File: config.mk
export PLATFORM = sky130hd
export DESIGN_NAME = hci_h4_packet_deframer
export DESIGN_NICKNAME = d
export VERILOG_FILES = /design/src/hw/rtl/hcih4_pkg.sv /design/src/hw/rtl/hcih4_parse.sv /design/src/hw/rtl/hci_h4_packet_deframer.sv
export VERILOG_INCLUDE_DIRS = /design/src /design/src/hw/rtl
export SDC_FILE = /design/constraint.sdc
export NUM_CORES = 1
export LEC_CHECK = 0
export ABC_CLOCK_PERIOD_IN_PS = 14300
export BUFFER_PORTS_ARGS = -buffer_cell sky130_fd_sc_hd__buf_2
export CAP_MARGIN = 10
export CORE_MARGIN = 1
export CORE_UTILIZATION = 30
export CTS_BUF_LIST = sky130_fd_sc_hd__clkbuf_16
export CTS_CLUSTER_SIZE = 8
export DETAILED_ROUTE_END_ITERATION = 12
export SETUP_SLACK_MARGIN = 0.1
export SLEW_MARGIN = 20
export SYNTH_ARGS = -nofsm -noshare
export SYNTH_HDL_FRONTEND = slang
export SYNTH_SLANG_ARGS = --single-unit
File: constraint.sdc
create_clock -name clk -period 14.3 [get_ports clk]
set_clock_uncertainty 0.15 [all_clocks]
set_input_delay 0 -clock clk [delete_from_list [all_inputs] [get_ports clk]]
set_output_delay 0 -clock clk [all_outputs]
set_load 0.005 [all_outputs]
File: src/hw/rtl/hci_h4_packet_deframer_assert.svh
// Assertion macros for the HCI H4 deframer.
// Each macro assumes clk and arst_n are in scope at the point of use.
`ifndef HCI_H4_PACKET_DEFRAMER_ASSERT_SVH
`define HCI_H4_PACKET_DEFRAMER_ASSERT_SVH

`ifndef SYNTH

// Condition must hold at every clock edge out of reset.
`define HCIH4_ASSERT_ALWAYS(lbl, cond) \
	lbl: assert property (@(posedge clk) disable iff (!arst_n) (cond)) \
		else $error("hcih4: invariant violated");

// Consequent must hold in the same cycle as the antecedent.
`define HCIH4_ASSERT_IMPL(lbl, ante, cons) \
	lbl: assert property (@(posedge clk) disable iff (!arst_n) (ante) |-> (cons)) \
		else $error("hcih4: implication violated");

// Consequent must hold in the cycle after the antecedent.
`define HCIH4_ASSERT_NEXT(lbl, ante, cons) \
	lbl: assert property (@(posedge clk) disable iff (!arst_n) (ante) |=> (cons)) \
		else $error("hcih4: next-cycle implication violated");

`else

`define HCIH4_ASSERT_ALWAYS(lbl, cond)
`define HCIH4_ASSERT_IMPL(lbl, ante, cons)
`define HCIH4_ASSERT_NEXT(lbl, ante, cons)

`endif

`endif

File: src/hw/rtl/hcih4_pkg.sv
package hcih4_pkg;

	// Default hard ceiling on header plus payload length
	localparam int unsigned MAX_FRAME_BYTES_DEF = 4096;

	// Width of the length compare: four header bytes plus a 16-bit payload length
	localparam int unsigned CMP_W = 17;

	localparam int unsigned LIMIT_W = 13;
	localparam logic [LIMIT_W-1:0] MAX_FRAME_LEN_RST = 13'd1028;

	// H4 packet indicator bytes
	localparam logic [7:0] TYPE_ACL = 8'h02;
	localparam logic [7:0] TYPE_SCO = 8'h03;
	localparam logic [7:0] TYPE_EVT = 8'h04;

	localparam logic [1:0] KIND_EVT = 2'd0;
	localparam logic [1:0] KIND_ACL = 2'd1;
	localparam logic [1:0] KIND_SCO = 2'd2;

	localparam logic [1:0] ROLE_TYPE    = 2'd0;
	localparam logic [1:0] ROLE_HEADER  = 2'd1;
	localparam logic [1:0] ROLE_PAYLOAD = 2'd2;
	localparam logic [1:0] ROLE_DROP    = 2'd3;

	typedef enum logic [4:0] {
		PH_TYPE = 5'b00001,
		PH_EVT  = 5'b00010,
		PH_ACL  = 5'b00100,
		PH_SCO  = 5'b01000,
		PH_DATA = 5'b10000
	} phase_t;

	typedef struct packed {
		logic [7:0]  data_byte;
		logic [1:0]  packet_kind;
		logic [1:0]  byte_role;
		logic [11:0] frame_offset;
		logic        frame_end;
		logic        bad_type;
		logic        too_long;
	} res_t;

	function automatic logic [2:0] header_size(input logic [1:0] kind);
		logic [2:0] hs;
		unique case (kind)
			KIND_EVT: hs = 3'd2;
			KIND_ACL: hs = 3'd4;
			default:  hs = 3'd3;
		endcase
		return hs;
	endfunction

endpackage

File: src/hw/rtl/hcih4_parse.sv
// Frame tracker: classifies one word per step and holds the framing state.
module hcih4_parse (
	input  logic                         clk,
	input  logic                         arst_n,
	input  logic                         step,
	input  logic [7:0]                   rx_byte,
	input  logic [hcih4_pkg::CMP_W-1:0]  limit,
	output hcih4_pkg::res_t              res
);

	`include "hci_h4_packet_deframer_assert.svh"

	hcih4_pkg::phase_t phase_q, phase_nxt;
	logic [15:0] bytes_left_q, bytes_left_nxt, bl_dec;
	logic [12:0] fill_q, fill_nxt, fill_inc;
	logic [1:0]  kind_q, kind_nxt;
	// Only header byte 2 is ever read back (low length byte of ACL); the
	// other header bytes are either ignored or consumed on the wire.
	logic [7:0]  hdr2_q;
	logic        hdr2_we;
	logic [15:0] plen;
	logic [hcih4_pkg::CMP_W-1:0] total;

	assign bl_dec   = bytes_left_q - 16'd1;
	assign fill_inc = fill_q + 13'd1;
	assign plen     = (kind_q == hcih4_pkg::KIND_ACL) ? {rx_byte, hdr2_q} : {8'd0, rx_byte};
	assign total    = {{(hcih4_pkg::CMP_W-3){1'b0}}, hcih4_pkg::header_size(kind_q)}
			+ {{(hcih4_pkg::CMP_W-16){1'b0}}, plen};

	always_comb begin
		phase_nxt      = phase_q;
		bytes_left_nxt = bytes_left_q;
		fill_nxt       = fill_q;
		kind_nxt       = kind_q;
		hdr2_we        = 1'b0;
		res            = '0;
		res.data_byte  = rx_byte;
		res.byte_role  = hcih4_pkg::ROLE_DROP;
		unique case (phase_q)
			hcih4_pkg::PH_EVT, hcih4_pkg::PH_ACL, hcih4_pkg::PH_SCO: begin
				res.packet_kind  = kind_q;
				res.byte_role    = hcih4_pkg::ROLE_HEADER;
				res.frame_offset = fill_q[11:0];
				hdr2_we          = (fill_q[1:0] == 2'd2);
				fill_nxt         = fill_inc;
				bytes_left_nxt   = bl_dec;
				if (bl_dec == 16'd0) begin
					// Last header byte: check the length, then end, abandon or go to payload
					if (total > limit) begin
						res.too_long = 1'b1;
						phase_nxt    = hcih4_pkg::PH_TYPE;
					end else if (plen == 16'd0) begin
						res.frame_end = 1'b1;
						phase_nxt     = hcih4_pkg::PH_TYPE;
					end else begin
						bytes_left_nxt = plen;
						phase_nxt      = hcih4_pkg::PH_DATA;
					end
				end
			end
			hcih4_pkg::PH_DATA: begin
				res.packet_kind  = kind_q;
				res.byte_role    = hcih4_pkg::ROLE_PAYLOAD;
				res.frame_offset = fill_q[11:0];
				fill_nxt         = fill_inc;
				bytes_left_nxt   = bl_dec;
				if (bl_dec == 16'd0) begin
					res.frame_end = 1'b1;
					phase_nxt     = hcih4_pkg::PH_TYPE;
				end
			end
			default: begin
				// Waiting for a packet indicator
				fill_nxt  = '0;
				phase_nxt = hcih4_pkg::PH_TYPE;
				res.byte_role = hcih4_pkg::ROLE_TYPE;
				priority if (rx_byte == hcih4_pkg::TYPE_EVT) begin
					kind_nxt  = hcih4_pkg::KIND_EVT;
					phase_nxt = hcih4_pkg::PH_EVT;
				end else if (rx_byte == hcih4_pkg::TYPE_ACL) begin
					kind_nxt  = hcih4_pkg::KIND_ACL;
					phase_nxt = hcih4_pkg::PH_ACL;
				end else if (rx_byte == hcih4_pkg::TYPE_SCO) begin
					kind_nxt  = hcih4_pkg::KIND_SCO;
					phase_nxt = hcih4_pkg::PH_SCO;
				end else begin
					res.byte_role = hcih4_pkg::ROLE_DROP;
					res.bad_type  = 1'b1;
				end
				if (res.bad_type) begin
					bytes_left_nxt = '0;
				end else begin
					bytes_left_nxt  = {13'd0, hcih4_pkg::header_size(kind_nxt)};
					res.packet_kind = kind_nxt;
				end
			end
		endcase
	end

	always_ff @(posedge clk or negedge arst_n) begin
		if (!arst_n) begin
			phase_q      <= hcih4_pkg::PH_TYPE;
			bytes_left_q <= '0;
			fill_q       <= '0;
			kind_q       <= hcih4_pkg::KIND_EVT;
		end else if (step) begin
			phase_q      <= phase_nxt;
			bytes_left_q <= bytes_left_nxt;
			fill_q       <= fill_nxt;
			kind_q       <= kind_nxt;
		end
	end

	always_ff @(posedge clk) begin
		if (step && hdr2_we) begin
			hdr2_q <= rx_byte;
		end
	end

	// Header countdown never starts above four and never sits at zero
	`HCIH4_ASSERT_IMPL(a_hdr_count, (phase_q == hcih4_pkg::PH_EVT || phase_q == hcih4_pkg::PH_ACL || phase_q == hcih4_pkg::PH_SCO), (bytes_left_q != 16'd0 && bytes_left_q <= 16'd4 && fill_q < 13'd4))
	`HCIH4_ASSERT_IMPL(a_data_count, (phase_q == hcih4_pkg::PH_DATA), (bytes_left_q != 16'd0))
	// Any word that closes or drops a frame leaves the tracker hunting for a type
	`HCIH4_ASSERT_NEXT(a_close_to_type, (step && (res.frame_end || res.too_long || res.bad_type)), (phase_q == hcih4_pkg::PH_TYPE))
	`HCIH4_ASSERT_ALWAYS(a_one_outcome, (!(res.frame_end && res.too_long) && !(res.bad_type && (res.frame_end || res.too_long))))

endmodule

File: src/hw/rtl/hci_h4_packet_deframer.sv
// Channel  | Handshake             | Fields
// ---------+-----------------------+------------------------------------------------
// input    | in_valid / in_ready   | rx_byte
// output   | out_valid / out_ready | data_byte through too_long, in port order
// config   | cfg_wr_en (no wait)   | cfg_wr_data -> max_frame_len
//
// One word in, one word out through the input register and the output register;
// one word per cycle sustained while out_ready is high; the rate is set by the single
// framing step (a 17-bit length add and compare) between the two registers.
// arst_n clears the framing state, both valid flags and sets max_frame_len to 1028.
// A stalled output holds its word while the input register still takes one more;
// in_ready drops only when both registers are full and out_ready is low.
module hci_h4_packet_deframer #(
	parameter int unsigned MAX_FRAME_BYTES = hcih4_pkg::MAX_FRAME_BYTES_DEF
) (
	input  logic                            clk,
	input  logic                            arst_n,
	// configuration
	input  logic                            cfg_wr_en,
	input  logic [hcih4_pkg::LIMIT_W-1:0]   cfg_wr_data,
	// received bytes
	input  logic                            in_valid,
	output logic                            in_ready,
	input  logic [7:0]                      rx_byte,
	// classified bytes
	output logic                            out_valid,
	input  logic                            out_ready,
	output logic [7:0]                      data_byte,
	output logic [1:0]                      packet_kind,
	output logic [1:0]                      byte_role,
	output logic [11:0]                     frame_offset,
	output logic                            frame_end,
	output logic                            bad_type,
	output logic                            too_long
);

	localparam logic [hcih4_pkg::CMP_W-1:0] HARD_LIMIT =
		MAX_FRAME_BYTES[hcih4_pkg::CMP_W-1:0];

	logic [hcih4_pkg::LIMIT_W-1:0] max_frame_len_q;
	logic [hcih4_pkg::CMP_W-1:0]   cfg_limit, limit;

	logic            valid_s1, valid_s2;
	logic [7:0]      byte_s1;
	hcih4_pkg::res_t res, res_s2;
	logic            advance, step;

	// Hold the register; the user writes only while the block is idle (not enforced)
	always_ff @(posedge clk or negedge arst_n) begin
		if (!arst_n) begin
			max_frame_len_q <= hcih4_pkg::MAX_FRAME_LEN_RST;
		end else if (cfg_wr_en) begin
			max_frame_len_q <= cfg_wr_data;
		end
	end

	// Effective limit is the smaller of the register and the hard ceiling
	assign cfg_limit = {{(hcih4_pkg::CMP_W-hcih4_pkg::LIMIT_W){1'b0}}, max_frame_len_q};
	assign limit     = (cfg_limit < HARD_LIMIT) ? cfg_limit : HARD_LIMIT;

	// Advance the input stage whenever the output register is free or draining
	assign advance  = !valid_s2 || out_ready;
	assign step     = valid_s1 && advance;
	assign in_ready = !valid_s1 || advance;

	always_ff @(posedge clk or negedge arst_n) begin
		if (!arst_n) begin
			valid_s1 <= 1'b0;
			valid_s2 <= 1'b0;
		end else begin
			if (in_ready) begin
				valid_s1 <= in_valid;
			end
			if (advance) begin
				valid_s2 <= valid_s1;
			end
		end
	end

	always_ff @(posedge clk) begin
		if (in_valid && in_ready) begin
			byte_s1 <= rx_byte;
		end
		if (step) begin
			res_s2 <= res;
		end
	end

	// Classify the held word and move the framing state by one step
	hcih4_parse u_parse (
		.clk     (clk),
		.arst_n  (arst_n),
		.step    (step),
		.rx_byte (byte_s1),
		.limit   (limit),
		.res     (res)
	);

	assign out_valid    = valid_s2;
	assign data_byte    = res_s2.data_byte;
	assign packet_kind  = res_s2.packet_kind;
	assign byte_role    = res_s2.byte_role;
	assign frame_offset = res_s2.frame_offset;
	assign frame_end    = res_s2.frame_end;
	assign bad_type     = res_s2.bad_type;
	assign too_long     = res_s2.too_long;

endmodule

==> results of run 1 <==
## per-stage QoR
step	worst slack, ps	hold slack (ps)	area [um2]
finish	8240	141	6310
floorplan	8920	-446	5170
global placement	8490	7.69	5650
global route	7680	210	6310
detailed placement	8290	27.5	5650
CTS	8270	189	6310
## power breakdown
group          switching, mW  internal, mW
Sequential            0.0118         0.295
Combinational         0.0580        0.0427
Clock                  0.108         0.117
## worst max-delay path: cells and delay by family (launching register included)
kind	cells	cell delay (ps)
AO/OA/AOI/OAI	7	1730
buffers and inverters	2	520
XOR/XNOR	1	170
adder cells (fa/ha/maj)	3	900
flip-flops	1	430
AND/OR/NAND/NOR	11	2040
## cells by family (layout without fill, tap and decap cells)
family                   Yosys count  after routing
buffers and inverters             39            130
multiplexers                      25             25
flip-flops                        93             93
adder cells (fa/ha/maj)           20             20
AND/OR/NAND/NOR                  214            214
XOR/XNOR                          21             21
AO/OA/AOI/OAI                     99             99
## cell type report
cell class,instances,area [um2]
well taps,220,275
clock buffers,9,225
clock inverters,7,45.0
fillers,1712,10400
multi-input cells,379,2460
inverters,18,67.6
flip-flops and latches,93,2550
repair buffers,96,683
## sequential cells by signal, indices dropped and copies added, names as in the netlist
register,flops
bad_type,1
byte_role,2
byte_s1,8
data_byte,8
frame_end,1
frame_offset,12
max_frame_len_q,13
out_valid,1
packet_kind,2
too_long,1
u_parse.bytes_left_q,16
u_parse.fill_q,12
u_parse.hdr2_q,8
u_parse.kind_q,2
u_parse.phase_q,5
valid_s1,1
## routing by layer
metal | part of all wire | up-vias | GRT usage | routed length [um]
met2 | 0.48 | 144 | 0.261 | 6370
met4 | 0.027 | 0 | 0.0846 | 354
met1 | 0.45 | 2075 | 0.206 | 6050
met5 | 0 | - | 0 | 0
met3 | 0.043 | 21 | 0.0190 | 574
li1 | - | 2022 | - | -
## worst min-delay path by stage
stage	cells past startpoint	from	to
2_1_floorplan	0	arst_n	max_frame_len_q[0]
3_5_place_dp	2	arst_n	max_frame_len_q[11]
3_3_place_gp	2	arst_n	max_frame_len_q[11]
6_report	3	arst_n	out_valid
4_1_cts	3	arst_n	max_frame_len_q[11]
5_1_grt	2	rx_byte[5]	byte_s1[5]
## placed cells by master, fill, tap and decap left out, drive strengths merged, types with 11 or more instances in the layout
cell / instances
xor2: 12
nor4: 11
edfxtp: 43
mux2: 15
nor3: 14
inv: 21
dlygate4sd3: 39
ha: 19
a21oi: 21
nor2: 43
o21ai: 35
buf: 57
dfrtp: 47
and2: 14
nand2: 73
## what timing repair did
action	in CTS	in global routing
hold buffers	39	0
setup endpoints to repair	0	0
hold endpoints to repair	70	0
==> metrics, run 1 <==
P&R area growth vs syn=22.0%; Worst Reg2Reg Path Length in Cells=24; Final Setup Violations=0; Crit Path Class=reg2reg; antenna cell count=0; Die Area=17800 um2; Worst-path clk slew=about 70 ps; grt ovf=0; Std-Cell Rows=between 40 and 50; Setup crit end=u_parse.bytes_left_q[10]; pwr/cell area=around 100 nW/um2; Mapped Nets=557; most frequent cells after synthesis=73 x nand2_1, 47 x dfrtp_1, 43 x edfxtp_1, 43 x nor2_1, 31 x o21ai_0; largest cells by area after synthesis=edfxtp_1 25%, dfrtp_1 23%, nand2_1 5.3%; share of the synthesized area in the top cell type=0.250; vias=approximately 4300; RSZ-0062 raised after global routing=false; number of vias per cell=5.18; I/O pins=55; slew margin rel.=0.453; maximum clock insertion buffer count=2; antenna viol nets, final=0; Max Slew Vio Count=0; Post-Syn Area=roughly 5200 um2; syn avg cell area=around 10 um2; Final Hold Vio Count=0; # port buffers=54; Post-CTS Setup Inserts=0; Routed WL per cell=16.2 um; Worst path slowest cell=nand2b_1; initial antenna violation count=0; Worst setup SP type=register; maxcap violations=0; area leader, netlist=edfxtp_1; CP max FO=20; layout cell share with drive strength beyond 1=0.166; cts bufs inserted=9; Mapped Cells=511; first-pass GRT wire length=around 22 mm; multiplexer area fraction after synthesis=0.0545; htree depth=3; main flop type after synthesis=dfrtp_1; Post-synth EDFFs=between 40 and 50; effective utilization at floorplan=0.309; Compound-Gate Fraction of Synth Area=0.130; most used cell along the critical path=nor2_1; vias in the first global route=4351; FFs w/ async S/R, synth=0.538; Netlist cell types=64; height of the die=133 um; FMAX=between 150 and 200 MHz; die width=approximately 130 um; min-delay worst type=in2async; Post-Synth Simple-Gate Area=0.206; status=finished clean; Final Core Density=0.378; router iterations before antenna repair=6; gr usage total=0.159; largest family of logic cells by synthesized area=simple AND/OR/NAND/NOR gates; Leak=between 2 and 3 nW; Tmin final=between 6000 and 7000 ps; post-detail-place hpwl=between 9 and 10 mm; Tcrit/Tclk final=0.423; Arr. time, crit path=about 6200 ps; Worst Setup End Kind=register; FF-to-FF setup slack=slightly above 8000 ps; Root Driver=clkbuf_16; setup TNS=0 ps; r2r endpoint=u_parse.bytes_left_q[10]; PnR Total Power=between 0.6 and 0.7 mW; Post-Synth Adder-Cell Area=0.0499; CTS tree=done; Critical Path Max Stage Delay=~470 ps; maximum vdd drop=0.0609 mV; count leader, synth=nand2_1; DRC=0; gpl congestion=around 0.88; PostCTS Resize Cnt=0; Final #Nets=643; core area=~17000 um2; sequential-to-total area share from yosys stat=0.493; Worst Path Required=14390 ps; measured slew at the worst slew-check pin=812 ps; crit path cell chain=nand2b_1, inv_2, nand2_1, nand2_1, ha_1, inv_1, fa_1, a22oi_1, nand2b_1, or3_1, nor2_1, nand3_1, xor2_1, nor2_1, ha_1, nand4_1, nor4_1, nor2_1, a2bb2oi_1, o31ai_2, a211oi_4, a21oi_2, a21o_1, a221o_1; dpl cells=between 700 and 800; Clock Latency Late Sink=360 ps; Yosys reg bits=93; Layout Cells excl Fill=822; Initial DRC Count=~180; Clock Sinks=93; Synth Area in XOR/XNOR=0.0356; Yosys Warn Count=0; largest net degree at the start of global routing=between 50 and 60; RR Startpoint=u_parse.kind_q[1]; crit path launch=u_parse.kind_q[1]; final WL=~13 mm
Power figures use the tool's default switching activity.
==> run 2: changes to the inputs <==
--- a/config.mk
+++ b/config.mk
@@ -6,7 +6,7 @@
 export SDC_FILE = /design/constraint.sdc
 export NUM_CORES = 1
 export LEC_CHECK = 0
-export ABC_CLOCK_PERIOD_IN_PS = 14300
+export ABC_CLOCK_PERIOD_IN_PS = 5300
 export BUFFER_PORTS_ARGS = -buffer_cell sky130_fd_sc_hd__buf_2
 export CAP_MARGIN = 10
 export CORE_MARGIN = 1
==> constraint.sdc (replaced) <==
create_clock -name clk -period 5.3 [get_ports clk]
set_clock_uncertainty 0.15 [all_clocks]
set_input_delay 0 -clock clk [delete_from_list [all_inputs] [get_ports clk]]
set_output_delay 0 -clock clk [all_outputs]
set_load 0.005 [all_outputs]
==> run 2 against run 1 <==
Net effect:
- fmax up 20%
- via count up 1.2%
- wire length up 3.6%
- critical path type unchanged
==> metrics, run 2 (same netlist as run 1, synthesis figures left out) <==
status=finished clean; antenna viol nets, final=0; I/O pins=55; first-pass GRT wire length=between 20 and 25 mm; height of the die=about 130 um; router iterations before antenna repair=5; # port buffers=54; Crit Path Class=reg2reg; Leak=2.72 nW; antenna cell count=0; Tcrit/Tclk final=0.949; layout cell share with drive strength beyond 1=0.207; initial antenna violation count=0; Std-Cell Rows=between 40 and 50; vias=approximately 4300; most frequent cells in the layout=73 x nand2_1, 54 x buf_2, 47 x dfrtp_1; maximum clock insertion buffer count=2; vias in the first global route=around 4300; crit path cell chain=nand2b_2, inv_2, nand2_1, nand2_1, ha_2, inv_1, fa_1, a22oi_2, nand2b_1, or3_4, nor2_4, nand3_1, xor2_1, nor2_1, ha_1, nand4_1, nor4_2, nor2_1, a2bb2oi_2, o31ai_4, a211oi_4, a21oi_4, a21o_1, a221o_1; Final Hold Vio Count=0; Max Slew Vio Count=0; htree depth=3; effective utilization at floorplan=0.309; CP max FO=6; Die Area=17800 um2; maxcap violations=0; number of vias per cell=just over 5; Worst Setup End Kind=register; register with the most flip-flops=u_parse.bytes_left_q; Critical Path Max Stage Delay=between 400 and 500 ps; P&R area growth vs syn=26.6%; commonest non-fill, non-tap cell in the layout=nand2_1; Worst Path Required=between 5000 and 6000 ps; measured slew at the worst slew-check pin=between 700 and 800 ps; slew margin rel.=0.486; core area=16700 um2; largest registers=u_parse.bytes_left_q (16), max_frame_len_q (13); die width=133 um; gr usage total=0.161; CTS tree=done; Worst path slowest cell=or3_4; Worst-path clk slew=70 ps; Largest register FFs=16; setup TNS=0 ps; DRC=0; Clock Sinks=93; largest net degree at the start of global routing=51; Root Driver=clkbuf_16; grt ovf=0; post-detail-place hpwl=roughly 9.8 mm; cts bufs inserted=9; dpl cells=approximately 800; Worst setup SP type=register; Initial DRC Count=roughly 200; Final #Nets=approximately 660; Layout Cells excl Fill=roughly 840; RSZ-0062 raised after global routing=false; Clock Latency Late Sink=approximately 360 ps; maximum vdd drop=about 0.14 mV; FMAX=a little under 200 MHz; Tmin final=5030 ps; Routed WL per cell=approximately 16 um; min-delay worst type=in2async; Final Setup Violations=0; final WL=between 10 and 15 mm; Arr. time, crit path=5120 ps; pwr/cell area=~270 nW/um2; gpl congestion=0.901
-- run 2: worst max-delay path, delay by kind of cell (launching register included) --
family / cells / cell delay, ps
buffers and inverters: 2 / 120
AND/OR/NAND/NOR: 11 / 1740
adder cells (fa/ha/maj): 3 / 870
flip-flops: 1 / 380
AO/OA/AOI/OAI: 7 / 1490
XOR/XNOR: 1 / 140
-- run 2: repair_timing --
action	in CTS	in global routing
buffers inserted	0	7
hold buffers	39	0
gates resized for setup	0	10
endpoints found under the setup margin	1	18
pin swaps	1	7
hold endpoints to repair	70	0
-- run 2: final timing paths --
kind | from | end | slack, ps | depth (start not counted)
worst max-delay path | u_parse.kind_q[1] | u_parse.bytes_left_q[10] | 270 | 24
worst min-delay path | arst_n | out_valid | 170 | 3
worst max register to register | u_parse.kind_q[1] | u_parse.bytes_left_q[10] | 270 | 24
worst min register to register | valid_s1 | out_valid | 360 | 1
max in group asynchronous | arst_n | u_parse.phase_q[4] | 4360 | 3
min in group clk | rx_byte[4] | byte_s1[4] | 200 | 2
-- run 2: layout make-up --
type	count	area [um2]
fillers	1656	10200
clock inverters	7	73.8
inverters	18	67.6
well taps	220	275
repair buffers	117	841
flip-flops and latches	93	2550
clock buffers	9	225
multi-input cells	379	2520
-- run 2: stage by stage --
step	area, um2	utilization	hold WS [ps]	setup WS, ps	power (mW)
3_3_place_gp	5750	0.344	21.7	312	1.08
5_1_grt	6550	0.392	201	45.5	1.85
3_5_place_dp	5750	0.344	28.1	96.9	1.09
2_1_floorplan	5170	-	-446	121	0.995
4_1_cts	6440	0.386	189	145	1.79
6_report	6550	0.392	166	273	1.78
-- run 2: per-layer routing --
layer / GRT usage / share of wire / up-vias
met4: 0.0802 / 0.021 / 0
li1: - / - / 2067
met1: 0.205 / 0.44 / 2117
met3: 0.0301 / 0.048 / 21
met5: 0 / 0 / -
met2: 0.262 / 0.49 / 109
-- run 2: power by group --
part | leakage [nW] | internal, mW | switching [mW]
Clock | 0.152 | 0.368 | 0.296
Combinational | 1.51 | 0.124 | 0.168
Sequential | 1.06 | 0.795 | 0.0260
==> run 3: changes to the inputs <==
--- a/config.mk
+++ b/config.mk
@@ -14,6 +14,7 @@
 export CTS_BUF_LIST = sky130_fd_sc_hd__clkbuf_16
 export CTS_CLUSTER_SIZE = 8
 export DETAILED_ROUTE_END_ITERATION = 12
+export RECOVER_POWER = 25
 export SETUP_SLACK_MARGIN = 0.1
 export SLEW_MARGIN = 20
 export SYNTH_ARGS = -nofsm -noshare
==> constraint.sdc (replaced) <==
create_clock -name clk -period 5.3 [get_ports clk]
set_clock_uncertainty 0.15 [all_clocks]
set_input_delay 1.325 -clock clk [delete_from_list [all_inputs] [get_ports clk]]
set_output_delay 1.325 -clock clk [all_outputs]
set_load 0.005 [all_outputs]
==> run 3 against run 2 <==
Net effect:
- largest power group unchanged
- the flow now finishes with violations (capacitance limit, slew limit)
- worst hold slack improved by 190 ps
- count of clock-buffer cells in the layout unchanged
- final area down 6.9%
- critical path depth unchanged
==> metrics, run 3 (same netlist as run 1, synthesis figures left out) <==
Die Area=about 18000 um2; pwr/cell area=280 nW/um2; Setup crit end=u_parse.bytes_left_q[1]; largest registers=u_parse.bytes_left_q (16), max_frame_len_q (13); slew margin rel.=-0.932; Final #Nets=between 600 and 700; min-delay worst type=reg2reg; gr usage total=0.153; maximum vdd drop=about 0.15 mV; Leak=~2.5 nW; Worst Setup End Kind=register; cts bufs inserted=9; status=complete, but fails checks; maximum clock insertion buffer count=2; DRC=0; antenna viol nets, final=0; Crit Path Class=reg2reg; CTS tree=done; PnR Total Power=around 1.7 mW; Worst setup SP type=register; Worst Reg2Reg Path Length in Cells=24; FF-to-FF setup slack=approximately 320 ps; I/O pins=55; Worst Path Buf+Inv=3; first-pass GRT wire length=21.0 mm; CP max FO=4; initial antenna violation count=0; gpl congestion=between 0.8 and 0.9; # port buffers=54; Final Hold Vio Count=0; crit path cell chain=nand2b_4, inv_2, nand2_1, nand2_1, ha_1, inv_1, fa_2, a22oi_2, nand2b_1, or3_4, nor2_2, nand3_1, xor2_1, nor2_1, ha_1, nand4_1, nor4_2, nor2_1, a2bb2oi_2, o31ai_4, a2111oi_4, buf_4, mux2_1, o21ai_1; vias in the first global route=~4100; failing checks=capacitance limit, slew limit; register with the most flip-flops=u_parse.bytes_left_q; measured slew at the worst slew-check pin=around 2900 ps; CP Depth=24; largest net degree at the start of global routing=about 50; Max Slew Vio Count=~50; setup TNS=0 ps; htree depth=3; Clock Sinks=93; P&R area growth vs syn=17.9%; core area=approximately 17000 um2; effective utilization at floorplan=0.309; Initial DRC Count=300; FMAX=around 200 MHz; Routed WL per cell=between 15 and 20 um; router iterations before antenna repair=5; Crit path max-delay family=simple AND/OR/NAND/NOR gates; antenna cell count=0; hold_buf cts=0; final WL=between 10 and 15 mm; r2r endpoint=u_parse.bytes_left_q[1]; Tcrit/Tclk final=0.940; Worst path slowest cell=or3_4; commonest non-fill, non-tap cell in the layout=nand2_1; Tmin final=between 4000 and 5000 ps; Worst Path Required=~5400 ps; crit path launch=u_parse.kind_q[1]; height of the die=between 100 and 150 um; most frequent cells in the layout=73 x nand2_1, 53 x buf_2, 47 x dfrtp_1; Critical Path Max Stage Delay=between 400 and 500 ps; Arr. time, crit path=slightly above 5000 ps; Std-Cell Rows=47; maxcap violations=1; Worst-path clk slew=approximately 70 ps; die width=133 um; Root Driver=clkbuf_16; grt ovf=0; Largest register FFs=16; Final Setup Violations=0; layout cell share with drive strength beyond 1=0.208; RR Startpoint=u_parse.kind_q[1]; worst hold slack=357 ps; Clock Latency Late Sink=between 300 and 400 ps; post-detail-place hpwl=~9.4 mm; number of vias per cell=~5.2; vias=around 4100
## run 3: changes by cell type in the layout (fill, tap and decap cells not counted), sizes merged
cell,previous run,this run
clkinv,3,1
clkbuf,9,15
bufinv,1,0
dlygate4sd3,39,0
buf,78,70
clkinvlp,0,2
inv,21,22
## run 3: worst min-delay path, cell delays in order, from the launching register on
cell,delay [ps]
dfstp_2,380
nand2_1,50
o21ai_0,70
## run 3: worst min-delay path by stage
| stage | startpoint | to | slack (ps) | cells after the start |
|---|---|---|---|---|
| global route | max_frame_len_q[11] | max_frame_len_q[11] | 380 | 1 |
| detailed placement | max_frame_len_q[11] | max_frame_len_q[11] | 350 | 1 |
| floorplan | byte_s1[5] | data_byte[5] | 290 | 0 |
| finish | u_parse.phase_q[0] | u_parse.phase_q[0] | 360 | 2 |
| global placement | valid_s1 | out_valid | 320 | 1 |
| CTS | u_parse.phase_q[0] | u_parse.phase_q[0] | 360 | 2 |
## run 3: power breakdown
group          total, mW  internal (mW)  switching, mW
sequential         0.820          0.794         0.0253
combinational      0.257         0.0965          0.160
clock              0.628          0.325          0.303
total               1.70           1.22          0.488
## run 3: layer usage
layer  up-vias  routed length [um]  GRT usage
met5         -                   0          0
met4         0                 391     0.0657
met3        26                 721     0.0384
met2       134                6090      0.246
met1      2001                5760      0.195
li1       1984                   -          -
## run 3: area by class of cell
class	count	area, um2
fillers	1683	10600
clock inverters	7	56.3
well taps	220	275
multi-input cells	379	2510
flip-flops and latches	93	2550
inverters	18	67.6
repair buffers	76	415
clock buffers	9	225
## run 3: per-stage QoR
| stage | util | worst slack [ps] | cell area (um2) | cells |
|---|---|---|---|---|
| 3_5_place_dp | 0.344 | 107 | 5750 | 781 |
| 2_1_floorplan | - | 121 | 5170 | 511 |
| 6_report | 0.365 | 318 | 6090 | 802 |
| 4_1_cts | 0.361 | 190 | 6030 | 797 |
| 3_3_place_gp | 0.344 | 272 | 5750 | 781 |
| 5_1_grt | 0.365 | -9.45 | 6090 | 802 |
## run 3: timing repair
item	in CTS	in global routing
gates resized for setup	0	9
pin swaps	1	6
setup endpoints to repair	2	17
buffers inserted	0	5
